### src/rtl/calc_pkg.sv
`default_nettype none

package calc_pkg;

  // Field widths on the stream ports.
  localparam int FIELD_W  = 32;
  localparam int KIND_W   = 3;
  localparam int RES_W    = 64;
  localparam int STATUS_W = 2;

  // Operand width taken from each field and the number of fraction bits of the result.
  localparam int OPERAND_BITS = 32;
  localparam int FRAC_BITS    = 16;

  // A power magnitude of 2^ACC_W or more saturates a non-negative exponent result.
  localparam int ACC_W = RES_W - 1 - FRAC_BITS;
  localparam int HI_W  = ACC_W - OPERAND_BITS;
  localparam int PL_W  = 2 * OPERAND_BITS;
  localparam int PH_W  = HI_W + OPERAND_BITS;
  localparam int SUM_W = ACC_W + OPERAND_BITS;

  // Restoring divider: dividend carries the fraction bits, divisor holds either operand or power.
  localparam int DIV_W = OPERAND_BITS + FRAC_BITS;
  localparam int DVS_W = (OPERAND_BITS > FRAC_BITS) ? OPERAND_BITS : FRAC_BITS + 1;
  localparam int CNT_W = $clog2(((DIV_W > ACC_W) ? DIV_W : ACC_W) + 1);

  // Saturation limits of the result.
  localparam logic [RES_W-1:0] RES_MAX = {1'b0, {(RES_W-1){1'b1}}};
  localparam logic [RES_W-1:0] RES_MIN = {1'b1, {(RES_W-1){1'b0}}};

  // Operation codes.
  localparam logic [KIND_W-1:0] KIND_ADD = 3'd1;
  localparam logic [KIND_W-1:0] KIND_SUB = 3'd2;
  localparam logic [KIND_W-1:0] KIND_MUL = 3'd3;
  localparam logic [KIND_W-1:0] KIND_DIV = 3'd4;
  localparam logic [KIND_W-1:0] KIND_POW = 3'd5;

  // Status codes.
  localparam logic [STATUS_W-1:0] ST_OK       = 2'd0;
  localparam logic [STATUS_W-1:0] ST_DIV_ZERO = 2'd1;
  localparam logic [STATUS_W-1:0] ST_INVALID  = 2'd2;

  // Datapath operations issued by the controller.
  typedef enum logic [4:0] {
    DP_NONE,
    DP_LOAD,
    DP_ADDSUB,
    DP_ERR_DZ,
    DP_ERR_INV,
    DP_MUL,
    DP_MULC,
    DP_DIV_START,
    DP_DIV_STEP,
    DP_DIV_DONE,
    DP_POW_INIT,
    DP_POW_MUL,
    DP_POW_ADD,
    DP_POW_POS,
    DP_POW_ZERO,
    DP_RECIP,
    DP_FIN
  } dp_op_e;

  typedef struct packed {
    dp_op_e op;
  } calc_cmd_t;

  typedef struct packed {
    logic [KIND_W-1:0] kind;
    logic              a_zero;
    logic              b_zero;
    logic              b_neg;
    logic              pow_loop;
    logic              cnt_one;
    logic              sum_big;
    logic              big;
    logic              p_above;
  } calc_st_t;

endpackage

`default_nettype wire

### src/rtl/calculator_alu_with_power.sv
`default_nettype none

// Integer calculator with add, subtract, multiply, divide and integer power on two
// signed 32-bit operands. Each input beat gives one output beat holding the exact
// value as signed fixed point with 16 fraction bits, truncated toward zero and
// saturated at the 64-bit limits, plus a status: division by zero (also a zero base
// with a negative exponent) and unknown codes return zero with a nonzero status.
// One item is in work at a time. Divide produces one quotient bit per cycle over
// 48 bits. Power steps once for each unit of an exponent magnitude k below 47 with
// a base magnitude of at least 2, each step going through the shared multiplier,
// and it stops stepping as soon as the power saturates. A base of 0, 1 or -1, a
// zero exponent and an exponent magnitude of 47 or more skip the stepping. A
// negative exponent runs the reciprocal through the same divider; a power above
// 2^16 skips that division, since its reciprocal truncates to zero. The next item
// is accepted as soon as the result sits in the output register.
module calculator_alu_with_power (
  input  wire                               clk_i,
  input  wire                               rst_ni,
  input  wire                               s_axis_tvalid,
  output logic                              s_axis_tready,
  input  wire  [2*calc_pkg::FIELD_W-1:0]    s_axis_tdata,   // op1, op2
  input  wire  [calc_pkg::KIND_W-1:0]       s_axis_tuser,   // kind
  output logic                              m_axis_tvalid,
  input  wire                               m_axis_tready,
  output logic [calc_pkg::RES_W-1:0]        m_axis_tdata,   // result
  output logic [calc_pkg::STATUS_W-1:0]     m_axis_tuser    // status
);

  calc_pkg::calc_cmd_t cmd;
  calc_pkg::calc_st_t  st;

  // Controller.
  calc_ctrl u_ctrl (
    .clk_i       (clk_i),
    .rst_ni      (rst_ni),
    .in_valid_i  (s_axis_tvalid),
    .in_ready_o  (s_axis_tready),
    .out_valid_o (m_axis_tvalid),
    .out_ready_i (m_axis_tready),
    .st_i        (st),
    .cmd_o       (cmd)
  );

  // Datapath.
  calc_dp u_dp (
    .clk_i     (clk_i),
    .in_data_i (s_axis_tdata),
    .in_kind_i (s_axis_tuser),
    .cmd_i     (cmd),
    .res_o     (m_axis_tdata),
    .status_o  (m_axis_tuser),
    .st_o      (st)
  );

endmodule

`default_nettype wire

### src/rtl/calc_dp.sv
`default_nettype none

module calc_dp (
  input  wire                                 clk_i,
  input  wire  [2*calc_pkg::FIELD_W-1:0]      in_data_i,
  input  wire  [calc_pkg::KIND_W-1:0]         in_kind_i,
  input  calc_pkg::calc_cmd_t                 cmd_i,
  output logic [calc_pkg::RES_W-1:0]          res_o,
  output logic [calc_pkg::STATUS_W-1:0]       status_o,
  output calc_pkg::calc_st_t                  st_o
);

  localparam int OB = calc_pkg::OPERAND_BITS;
  localparam int FB = calc_pkg::FRAC_BITS;

  logic [calc_pkg::KIND_W-1:0]   kind_q, kind_d;
  logic [OB-1:0]                 a_q, a_d, b_q, b_d;
  logic [calc_pkg::RES_W-1:0]    acc_q, acc_d;
  logic                          neg_q, neg_d;
  logic                          sat_q, sat_d;
  logic [calc_pkg::STATUS_W-1:0] err_q, err_d;
  logic [calc_pkg::PL_W-1:0]     pl_q, pl_d;
  logic [calc_pkg::PH_W-1:0]     ph_q, ph_d;
  logic [calc_pkg::DIV_W-1:0]    dvd_q, dvd_d;
  logic [calc_pkg::DVS_W-1:0]    rem_q, rem_d, dvs_q, dvs_d;
  logic [calc_pkg::CNT_W-1:0]    cnt_q, cnt_d;
  logic [calc_pkg::RES_W-1:0]    res_q, res_d;
  logic [calc_pkg::STATUS_W-1:0] ost_q, ost_d;

  logic [OB-1:0]                 ma, mb;
  logic                          a_zero, a_one, k_zero, k_big;
  logic signed [OB:0]            add_s;
  logic [OB-1:0]                 mul_x, mul_y;
  logic [calc_pkg::PL_W-1:0]     pl_prod;
  logic [calc_pkg::SUM_W-1:0]    psum;
  logic                          sum_big;
  logic [calc_pkg::DVS_W:0]      rsh, rdiff;

  // Operand magnitudes and flags.
  always_comb begin
    ma     = a_q[OB-1] ? (~a_q + OB'(1)) : a_q;
    mb     = b_q[OB-1] ? (~b_q + OB'(1)) : b_q;
    a_zero = (a_q == '0);
    a_one  = (ma == OB'(1));
    k_zero = (b_q == '0);
    k_big  = (calc_pkg::RES_W'(mb) >= calc_pkg::RES_W'(calc_pkg::ACC_W));
  end

  // Sum or difference of the sign-extended operands.
  always_comb begin
    if (kind_q == calc_pkg::KIND_SUB) begin
      add_s = $signed({a_q[OB-1], a_q}) - $signed({b_q[OB-1], b_q});
    end else begin
      add_s = $signed({a_q[OB-1], a_q}) + $signed({b_q[OB-1], b_q});
    end
  end

  // Shared low multiplier: operand product, or the low part of the power times the base.
  always_comb begin
    mul_x   = (cmd_i.op == calc_pkg::DP_MUL) ? ma : acc_q[OB-1:0];
    mul_y   = (cmd_i.op == calc_pkg::DP_MUL) ? mb : ma;
    pl_prod = calc_pkg::PL_W'(mul_x) * calc_pkg::PL_W'(mul_y);
  end

  // Recombine the partial products of one power step.
  always_comb begin
    psum    = calc_pkg::SUM_W'(pl_q) + (calc_pkg::SUM_W'(ph_q) << OB);
    sum_big = |psum[calc_pkg::SUM_W-1:calc_pkg::ACC_W];
  end

  // One restoring division step.
  always_comb begin
    rsh   = {rem_q, dvd_q[calc_pkg::DIV_W-1]};
    rdiff = rsh - {1'b0, dvs_q};
  end

  // Datapath operations.
  always_comb begin
    kind_d = kind_q;
    a_d    = a_q;
    b_d    = b_q;
    acc_d  = acc_q;
    neg_d  = neg_q;
    sat_d  = sat_q;
    err_d  = err_q;
    pl_d   = pl_q;
    ph_d   = ph_q;
    dvd_d  = dvd_q;
    rem_d  = rem_q;
    dvs_d  = dvs_q;
    cnt_d  = cnt_q;
    res_d  = res_q;
    ost_d  = ost_q;
    unique case (cmd_i.op)
      calc_pkg::DP_NONE: begin
      end
      calc_pkg::DP_LOAD: begin
        kind_d = in_kind_i;
        a_d    = in_data_i[OB-1:0];
        b_d    = in_data_i[calc_pkg::FIELD_W+OB-1:calc_pkg::FIELD_W];
        neg_d  = 1'b0;
        sat_d  = 1'b0;
        err_d  = calc_pkg::ST_OK;
        acc_d  = '0;
      end
      calc_pkg::DP_ADDSUB: begin
        acc_d = calc_pkg::RES_W'(add_s) << FB;
        neg_d = 1'b0;
      end
      calc_pkg::DP_ERR_DZ: begin
        err_d = calc_pkg::ST_DIV_ZERO;
      end
      calc_pkg::DP_ERR_INV: begin
        err_d = calc_pkg::ST_INVALID;
      end
      calc_pkg::DP_MUL: begin
        pl_d  = pl_prod;
        neg_d = a_q[OB-1] ^ b_q[OB-1];
      end
      calc_pkg::DP_MULC: begin
        acc_d = calc_pkg::RES_W'(pl_q) << FB;
        sat_d = ((calc_pkg::RES_W'(pl_q) >> calc_pkg::ACC_W) != '0);
      end
      calc_pkg::DP_DIV_START: begin
        dvd_d = calc_pkg::DIV_W'(ma) << FB;
        dvs_d = calc_pkg::DVS_W'(mb);
        rem_d = '0;
        cnt_d = calc_pkg::CNT_W'(calc_pkg::DIV_W);
        neg_d = a_q[OB-1] ^ b_q[OB-1];
      end
      calc_pkg::DP_DIV_STEP: begin
        if (!rdiff[calc_pkg::DVS_W]) begin
          rem_d = rdiff[calc_pkg::DVS_W-1:0];
        end else begin
          rem_d = rsh[calc_pkg::DVS_W-1:0];
        end
        dvd_d = {dvd_q[calc_pkg::DIV_W-2:0], ~rdiff[calc_pkg::DVS_W]};
        cnt_d = cnt_q - calc_pkg::CNT_W'(1);
      end
      calc_pkg::DP_DIV_DONE: begin
        acc_d = calc_pkg::RES_W'(dvd_q);
      end
      calc_pkg::DP_POW_INIT: begin
        neg_d = a_q[OB-1] & mb[0];
        if (a_zero) begin
          acc_d = k_zero ? calc_pkg::RES_W'(1) : '0;
        end else if (a_one || k_zero) begin
          acc_d = calc_pkg::RES_W'(1);
        end else if (k_big) begin
          sat_d = 1'b1;
        end else begin
          acc_d = calc_pkg::RES_W'(1);
          cnt_d = calc_pkg::CNT_W'(mb);
        end
      end
      calc_pkg::DP_POW_MUL: begin
        pl_d = pl_prod;
        ph_d = calc_pkg::PH_W'(acc_q[calc_pkg::ACC_W-1:OB]) * calc_pkg::PH_W'(ma);
      end
      calc_pkg::DP_POW_ADD: begin
        if (sum_big) begin
          sat_d = 1'b1;
        end else begin
          acc_d = calc_pkg::RES_W'(psum[calc_pkg::ACC_W-1:0]);
        end
        cnt_d = cnt_q - calc_pkg::CNT_W'(1);
      end
      calc_pkg::DP_POW_POS: begin
        acc_d = acc_q << FB;
      end
      calc_pkg::DP_POW_ZERO: begin
        acc_d = '0;
        sat_d = 1'b0;
      end
      calc_pkg::DP_RECIP: begin
        dvd_d = calc_pkg::DIV_W'(1) << FB;
        dvs_d = acc_q[calc_pkg::DVS_W-1:0];
        rem_d = '0;
        cnt_d = calc_pkg::CNT_W'(calc_pkg::DIV_W);
      end
      calc_pkg::DP_FIN: begin
        ost_d = err_q;
        if (err_q != calc_pkg::ST_OK) begin
          res_d = '0;
        end else if (sat_q) begin
          res_d = neg_q ? calc_pkg::RES_MIN : calc_pkg::RES_MAX;
        end else begin
          res_d = neg_q ? (~acc_q + calc_pkg::RES_W'(1)) : acc_q;
        end
      end
      default: begin
      end
    endcase
  end

  // Working and output registers.
  always_ff @(posedge clk_i) begin
    kind_q <= kind_d;
    a_q    <= a_d;
    b_q    <= b_d;
    acc_q  <= acc_d;
    neg_q  <= neg_d;
    sat_q  <= sat_d;
    err_q  <= err_d;
    pl_q   <= pl_d;
    ph_q   <= ph_d;
    dvd_q  <= dvd_d;
    rem_q  <= rem_d;
    dvs_q  <= dvs_d;
    cnt_q  <= cnt_d;
    res_q  <= res_d;
    ost_q  <= ost_d;
  end

  // Status toward the controller.
  always_comb begin
    st_o.kind     = kind_q;
    st_o.a_zero   = a_zero;
    st_o.b_zero   = k_zero;
    st_o.b_neg    = b_q[OB-1];
    st_o.pow_loop = !a_zero && !a_one && !k_zero && !k_big;
    st_o.cnt_one  = (cnt_q == calc_pkg::CNT_W'(1));
    st_o.sum_big  = sum_big;
    st_o.big      = sat_q;
    st_o.p_above  = (acc_q > (calc_pkg::RES_W'(1) << FB));
  end

  assign res_o    = res_q;
  assign status_o = ost_q;

endmodule

`default_nettype wire

### src/rtl/calc_ctrl.sv
`default_nettype none

module calc_ctrl (
  input  wire                  clk_i,
  input  wire                  rst_ni,
  input  wire                  in_valid_i,
  output logic                 in_ready_o,
  output logic                 out_valid_o,
  input  wire                  out_ready_i,
  input  calc_pkg::calc_st_t   st_i,
  output calc_pkg::calc_cmd_t  cmd_o
);

  localparam logic [3:0] S_IDLE  = 4'd0;
  localparam logic [3:0] S_PREP  = 4'd1;
  localparam logic [3:0] S_MULC  = 4'd2;
  localparam logic [3:0] S_DIV   = 4'd3;
  localparam logic [3:0] S_DIVD  = 4'd4;
  localparam logic [3:0] S_PMUL  = 4'd5;
  localparam logic [3:0] S_PADD  = 4'd6;
  localparam logic [3:0] S_PPOST = 4'd7;
  localparam logic [3:0] S_FIN   = 4'd8;

  logic [3:0] state_q, state_d;
  logic       oval_q, oval_d;
  logic       fin;

  // Sequencing of one item through the datapath.
  always_comb begin
    state_d    = state_q;
    cmd_o.op   = calc_pkg::DP_NONE;
    fin        = 1'b0;
    unique case (state_q)
      S_IDLE: begin
        if (in_valid_i) begin
          cmd_o.op = calc_pkg::DP_LOAD;
          state_d  = S_PREP;
        end
      end
      S_PREP: begin
        unique case (st_i.kind)
          calc_pkg::KIND_ADD, calc_pkg::KIND_SUB: begin
            cmd_o.op = calc_pkg::DP_ADDSUB;
            state_d  = S_FIN;
          end
          calc_pkg::KIND_MUL: begin
            cmd_o.op = calc_pkg::DP_MUL;
            state_d  = S_MULC;
          end
          calc_pkg::KIND_DIV: begin
            if (st_i.b_zero) begin
              cmd_o.op = calc_pkg::DP_ERR_DZ;
              state_d  = S_FIN;
            end else begin
              cmd_o.op = calc_pkg::DP_DIV_START;
              state_d  = S_DIV;
            end
          end
          calc_pkg::KIND_POW: begin
            if (st_i.b_neg && st_i.a_zero) begin
              cmd_o.op = calc_pkg::DP_ERR_DZ;
              state_d  = S_FIN;
            end else begin
              cmd_o.op = calc_pkg::DP_POW_INIT;
              state_d  = st_i.pow_loop ? S_PMUL : S_PPOST;
            end
          end
          default: begin
            cmd_o.op = calc_pkg::DP_ERR_INV;
            state_d  = S_FIN;
          end
        endcase
      end
      S_MULC: begin
        cmd_o.op = calc_pkg::DP_MULC;
        state_d  = S_FIN;
      end
      S_DIV: begin
        cmd_o.op = calc_pkg::DP_DIV_STEP;
        if (st_i.cnt_one) begin
          state_d = S_DIVD;
        end
      end
      S_DIVD: begin
        cmd_o.op = calc_pkg::DP_DIV_DONE;
        state_d  = S_FIN;
      end
      S_PMUL: begin
        cmd_o.op = calc_pkg::DP_POW_MUL;
        state_d  = S_PADD;
      end
      S_PADD: begin
        cmd_o.op = calc_pkg::DP_POW_ADD;
        state_d  = (st_i.sum_big || st_i.cnt_one) ? S_PPOST : S_PMUL;
      end
      S_PPOST: begin
        if (!st_i.b_neg) begin
          cmd_o.op = calc_pkg::DP_POW_POS;
          state_d  = S_FIN;
        end else if (st_i.big || st_i.p_above) begin
          cmd_o.op = calc_pkg::DP_POW_ZERO;
          state_d  = S_FIN;
        end else begin
          cmd_o.op = calc_pkg::DP_RECIP;
          state_d  = S_DIV;
        end
      end
      S_FIN: begin
        // Load the output register once the previous beat has left it.
        if (!oval_q || out_ready_i) begin
          cmd_o.op = calc_pkg::DP_FIN;
          fin      = 1'b1;
          state_d  = S_IDLE;
        end
      end
      default: begin
        state_d = S_IDLE;
      end
    endcase
  end

  // Output valid flag.
  always_comb begin
    if (fin) begin
      oval_d = 1'b1;
    end else if (out_ready_i) begin
      oval_d = 1'b0;
    end else begin
      oval_d = oval_q;
    end
  end

  always_ff @(posedge clk_i or negedge rst_ni) begin
    if (!rst_ni) begin
      state_q <= S_IDLE;
      oval_q  <= 1'b0;
    end else begin
      state_q <= state_d;
      oval_q  <= oval_d;
    end
  end

  assign in_ready_o  = (state_q == S_IDLE);
  assign out_valid_o = oval_q;

endmodule

`default_nettype wire

### config.mk
export PLATFORM = sky130hd
export DESIGN_NAME = calculator_alu_with_power
export DESIGN_NICKNAME = d
export VERILOG_FILES = /design/src/rtl/calc_pkg.sv /design/src/rtl/calculator_alu_with_power.sv /design/src/rtl/calc_dp.sv /design/src/rtl/calc_ctrl.sv
export SDC_FILE = /design/constraint.sdc
export NUM_CORES = 2
export LEC_CHECK = 0
export BUFFER_PORTS_ARGS = -buffer_cell sky130_fd_sc_hd__buf_2
export CAP_MARGIN = 20
export CORE_UTILIZATION = 42
export CTS_CLUSTER_DIAMETER = 30
export DETAILED_ROUTE_END_ITERATION = 10
export HOLD_SLACK_MARGIN = 0.05
export PLACE_DENSITY = 0.54
export SYNTH_ARGS = -nofsm -noshare
export SYNTH_HDL_FRONTEND = slang
export SYNTH_SLANG_ARGS = --single-unit
export TNS_END_PERCENT = 30
### constraint.sdc
create_clock -name clk_i -period 13.25 [get_ports clk_i]
set_input_delay 0.6625 -clock clk_i [delete_from_list [all_inputs] [get_ports clk_i]]
set_output_delay 0.6625 -clock clk_i [all_outputs]
set_load 0.02 [all_outputs]
==> results.md <==
* Final Skew at 0.0705 ns
* Multi-input gate area in the final layout at 54700 um^2
* Post-synthesis to final-layout area growth at 11.2%
* Crit path time final at 11.96 ns
* Antenna violations before repair at 20
* Routed Antenna Nets at 0
* Post-CTS setup repair buffer count at 0
* Rel. slew slack at 0.218
* Max Cap Violations at 0
* Share of the synthesized area in the top cell type at 0.350
* CP max stage cell: o21a_1
* Top cells by area, synth: fa_1 35%, edfxtp_1 18%, ha_1 8.1%
* Vias at 60.2k
* Worst slew pin tran at 1.17 ns
* Largest net degree at the start of global routing at 79
* Most frequent CP cell: fa_1
* YS warnings at 0
* Worst-skew pair later-pin latency at 0.75 ns
* Die Y at 421 um
* CP peak stage delay at 0.87 ns
* Worst-case clock buffer depth at 3
* Filler Cell Count at 16.7k
* Post-Place Cell Area at 77900 um^2
* Post-synth cell types at 88
* Vias in the first global route at 62.2k
* Layout cells sized above 1 at 0.0873
* Io pins at 139
* Iteration-0 DRC Markers at 5773
* Final weighted congestion of routability-driven global placement at 1.01
* EDFF count, synth at 430
* Die X at 421 um
* Top_reg_cell synth: edfxtp_1
* Critical Path Fanout Max at 47
* Worst Setup Path Type: flop to flop
* Hpwl dp at 221000 um
* CP arrival at 12.39 ns
* Final Hold Fails at 0
* Final setup TNS at 0 ns
* Sequential area share after synthesis at 0.177
* Final Cycle Share at 0.903
* Register Area at 13000 um^2
* GRT Total Usage at 0.321
* Post-Syn Area at 73600 um^2
* Post-DR vias/cell at 5.72
* Max-slew violation count at 0
* Final setup fails at 0
* IO Port Bufs at 138
* Syn nets at 9921
* Initial Util at 0.423
* Core ar. at 174000 um^2
* Asr flop ratio synth at 0.0115
* Rows at 153
* Layout net count at 9937
* Worst EP required at 13.68 ns
* Final WL at 280000 um
* DIE AREA at 177000 um^2
* First-pass GRT wire length at 412000 um
* Min-delay worst type: primary input to flop
* CTS clock-pin slew for the worst setup and hold paths at 0.05 ns
* H-tree level count at 3
* Timing-limited maximum frequency at 83.6 MHz
* Syn Area/Cell at 9.10 um^2
* Num CTS Buffers at 108
* Final instance area at 81900 um^2
* Cell count after synthesis at 8087
* Drt first pass iters at 9
* Root buf cell: clkbuf_16
* Synth area leader: fa_1
* Top cells by count, synth: 1287 x fa_1, 1256 x inv_1, 1112 x nand2_1, 899 x nor2_1, 476 x ha_1
* Number of synthesized register bits at 435
* Mean routed wirelength per cell at 26.6 um
* Most common cell in the synthesized netlist: fa_1
* Residual DRC at 0
* CTS tree: done
* Worst setup SP type: flop
* RSZ-0062 raised after global routing: no
* Total gr overflow at 0
* Worst Setup End Kind: flop
* Fin util at 0.471
* CTS resizes at 0
* Status: finished clean
* Sink Count at 435
-- registers in the layout, summed over array words and instances (netlist names), 4 cells and up --
name            count
u_dp.acc_q         64
u_dp.res_o         64
u_dp.dvd_q         48
u_dp.dvs_q         32
u_dp.a_q           32
u_dp.ph_q          47
u_ctrl.state_q      4
u_dp.cnt_q          6
u_dp.pl_q          64
u_dp.rem_q         32
u_dp.b_q           32
-- per-layer routing --
layer / GRT usage / vias to the layer above / routed length (um)
met1: 0.407 / 30800 / 109000
met2: 0.520 / 2752 / 130000
met5: 0 / - / 83
li1: - / 26000 / -
met4: 0.161 / 10 / 16200
met3: 0.0630 / 624 / 25100
-- worst paths after layout --
| path | end | from | depth (start not counted) | slack (ns) |
|---|---|---|---|---|
| worst min register to register | u_dp.dvd_q[6] | u_dp.dvd_q[5] | 1 | 0.49 |
| worst max-delay path | u_dp.pl_q[56] | u_ctrl.state_q[0] | 30 | 1.29 |
| min in group asynchronous | u_ctrl.state_q[0] | rst_ni | 2 | 0.32 |
| max in group asynchronous | u_ctrl.out_valid_o | rst_ni | 2 | 12.74 |
| worst max register to register | u_dp.pl_q[56] | u_ctrl.state_q[0] | 30 | 1.29 |
| worst min-delay path | u_dp.b_q[26] | s_axis_tdata[58] | 1 | 0.12 |
-- cells in the final DEF, fill, tap and decap left out, types with 64 or more instances in the layout --
| cell type | count |
|---|---|
| a21oi_1 | 242 |
| fa_1 | 1287 |
| buf_2 | 138 |
| edfxtp_1 | 430 |
| xor2_1 | 117 |
| o31ai_1 | 66 |
| and2_1 | 221 |
| a21o_1 | 104 |
| nor2_1 | 896 |
| nor3_1 | 64 |
| o21a_1 | 70 |
| buf_4 | 221 |
| xnor2_1 | 145 |
| inv_1 | 1255 |
| clkbuf_16 | 108 |
| o21ai_0 | 238 |
| nand4_1 | 64 |
| nand2_1 | 1111 |
| ha_1 | 476 |
-- worst max-delay path, delay by kind of cell (launching register included) --
| family | cells | cell delay [ns] |
|---|---|---|
| AOI/OAI and AO/OA | 12 | 4.26 |
| adders and majority gates | 9 | 4.17 |
| and+or+nand+nor | 3 | 1.79 |
| DFF | 1 | 0.75 |
| buffers and inverters | 6 | 0.61 |
-- timing repair --
item | 4_1_cts | 5_1_grt
hold buffers | 1 | 0
hold endpoints to repair | 5 | 0
endpoints found under the setup margin | 0 | 0
-- kinds of logic after synthesis --
| logic type | count (synthesis) | synth area share |
|---|---|---|
| buffers and inverters | 1720 | 0.0881 |
| DFF | 435 | 0.177 |
| adders and majority gates | 1763 | 0.431 |
| xor gates and xnor gates | 292 | 0.0347 |
| AOI/OAI and AO/OA | 1144 | 0.103 |
| muxes | 44 | 0.00605 |
| and+or+nand+nor | 2689 | 0.160 |
-- layout make-up --
cell class | count | share of cell area
timing repair buffer | 369 | 0.0305
clock inverter | 92 | 0.0152
tap | 2325 | 0.0355
sequential | 435 | 0.159
multi-input combinational | 5932 | 0.668
antenna | 7 | 0.000214
inverter | 1257 | 0.0576
clock buffer | 113 | 0.0332
-- stage by stage --
step,std cells,hold WS (ns),setup slack [ns]
after global routing,10500,0.0908,0.742
after global placement,10300,0.515,1.48
final,10500,0.119,1.29
after detailed placement,10300,0.518,1.27
after floorplan,8087,0.367,3.34
after CTS,10500,0.0846,1.24
Power is not shown: default switching activity piles up to over one toggle a cycle in this logic, so the estimate is an artifact.
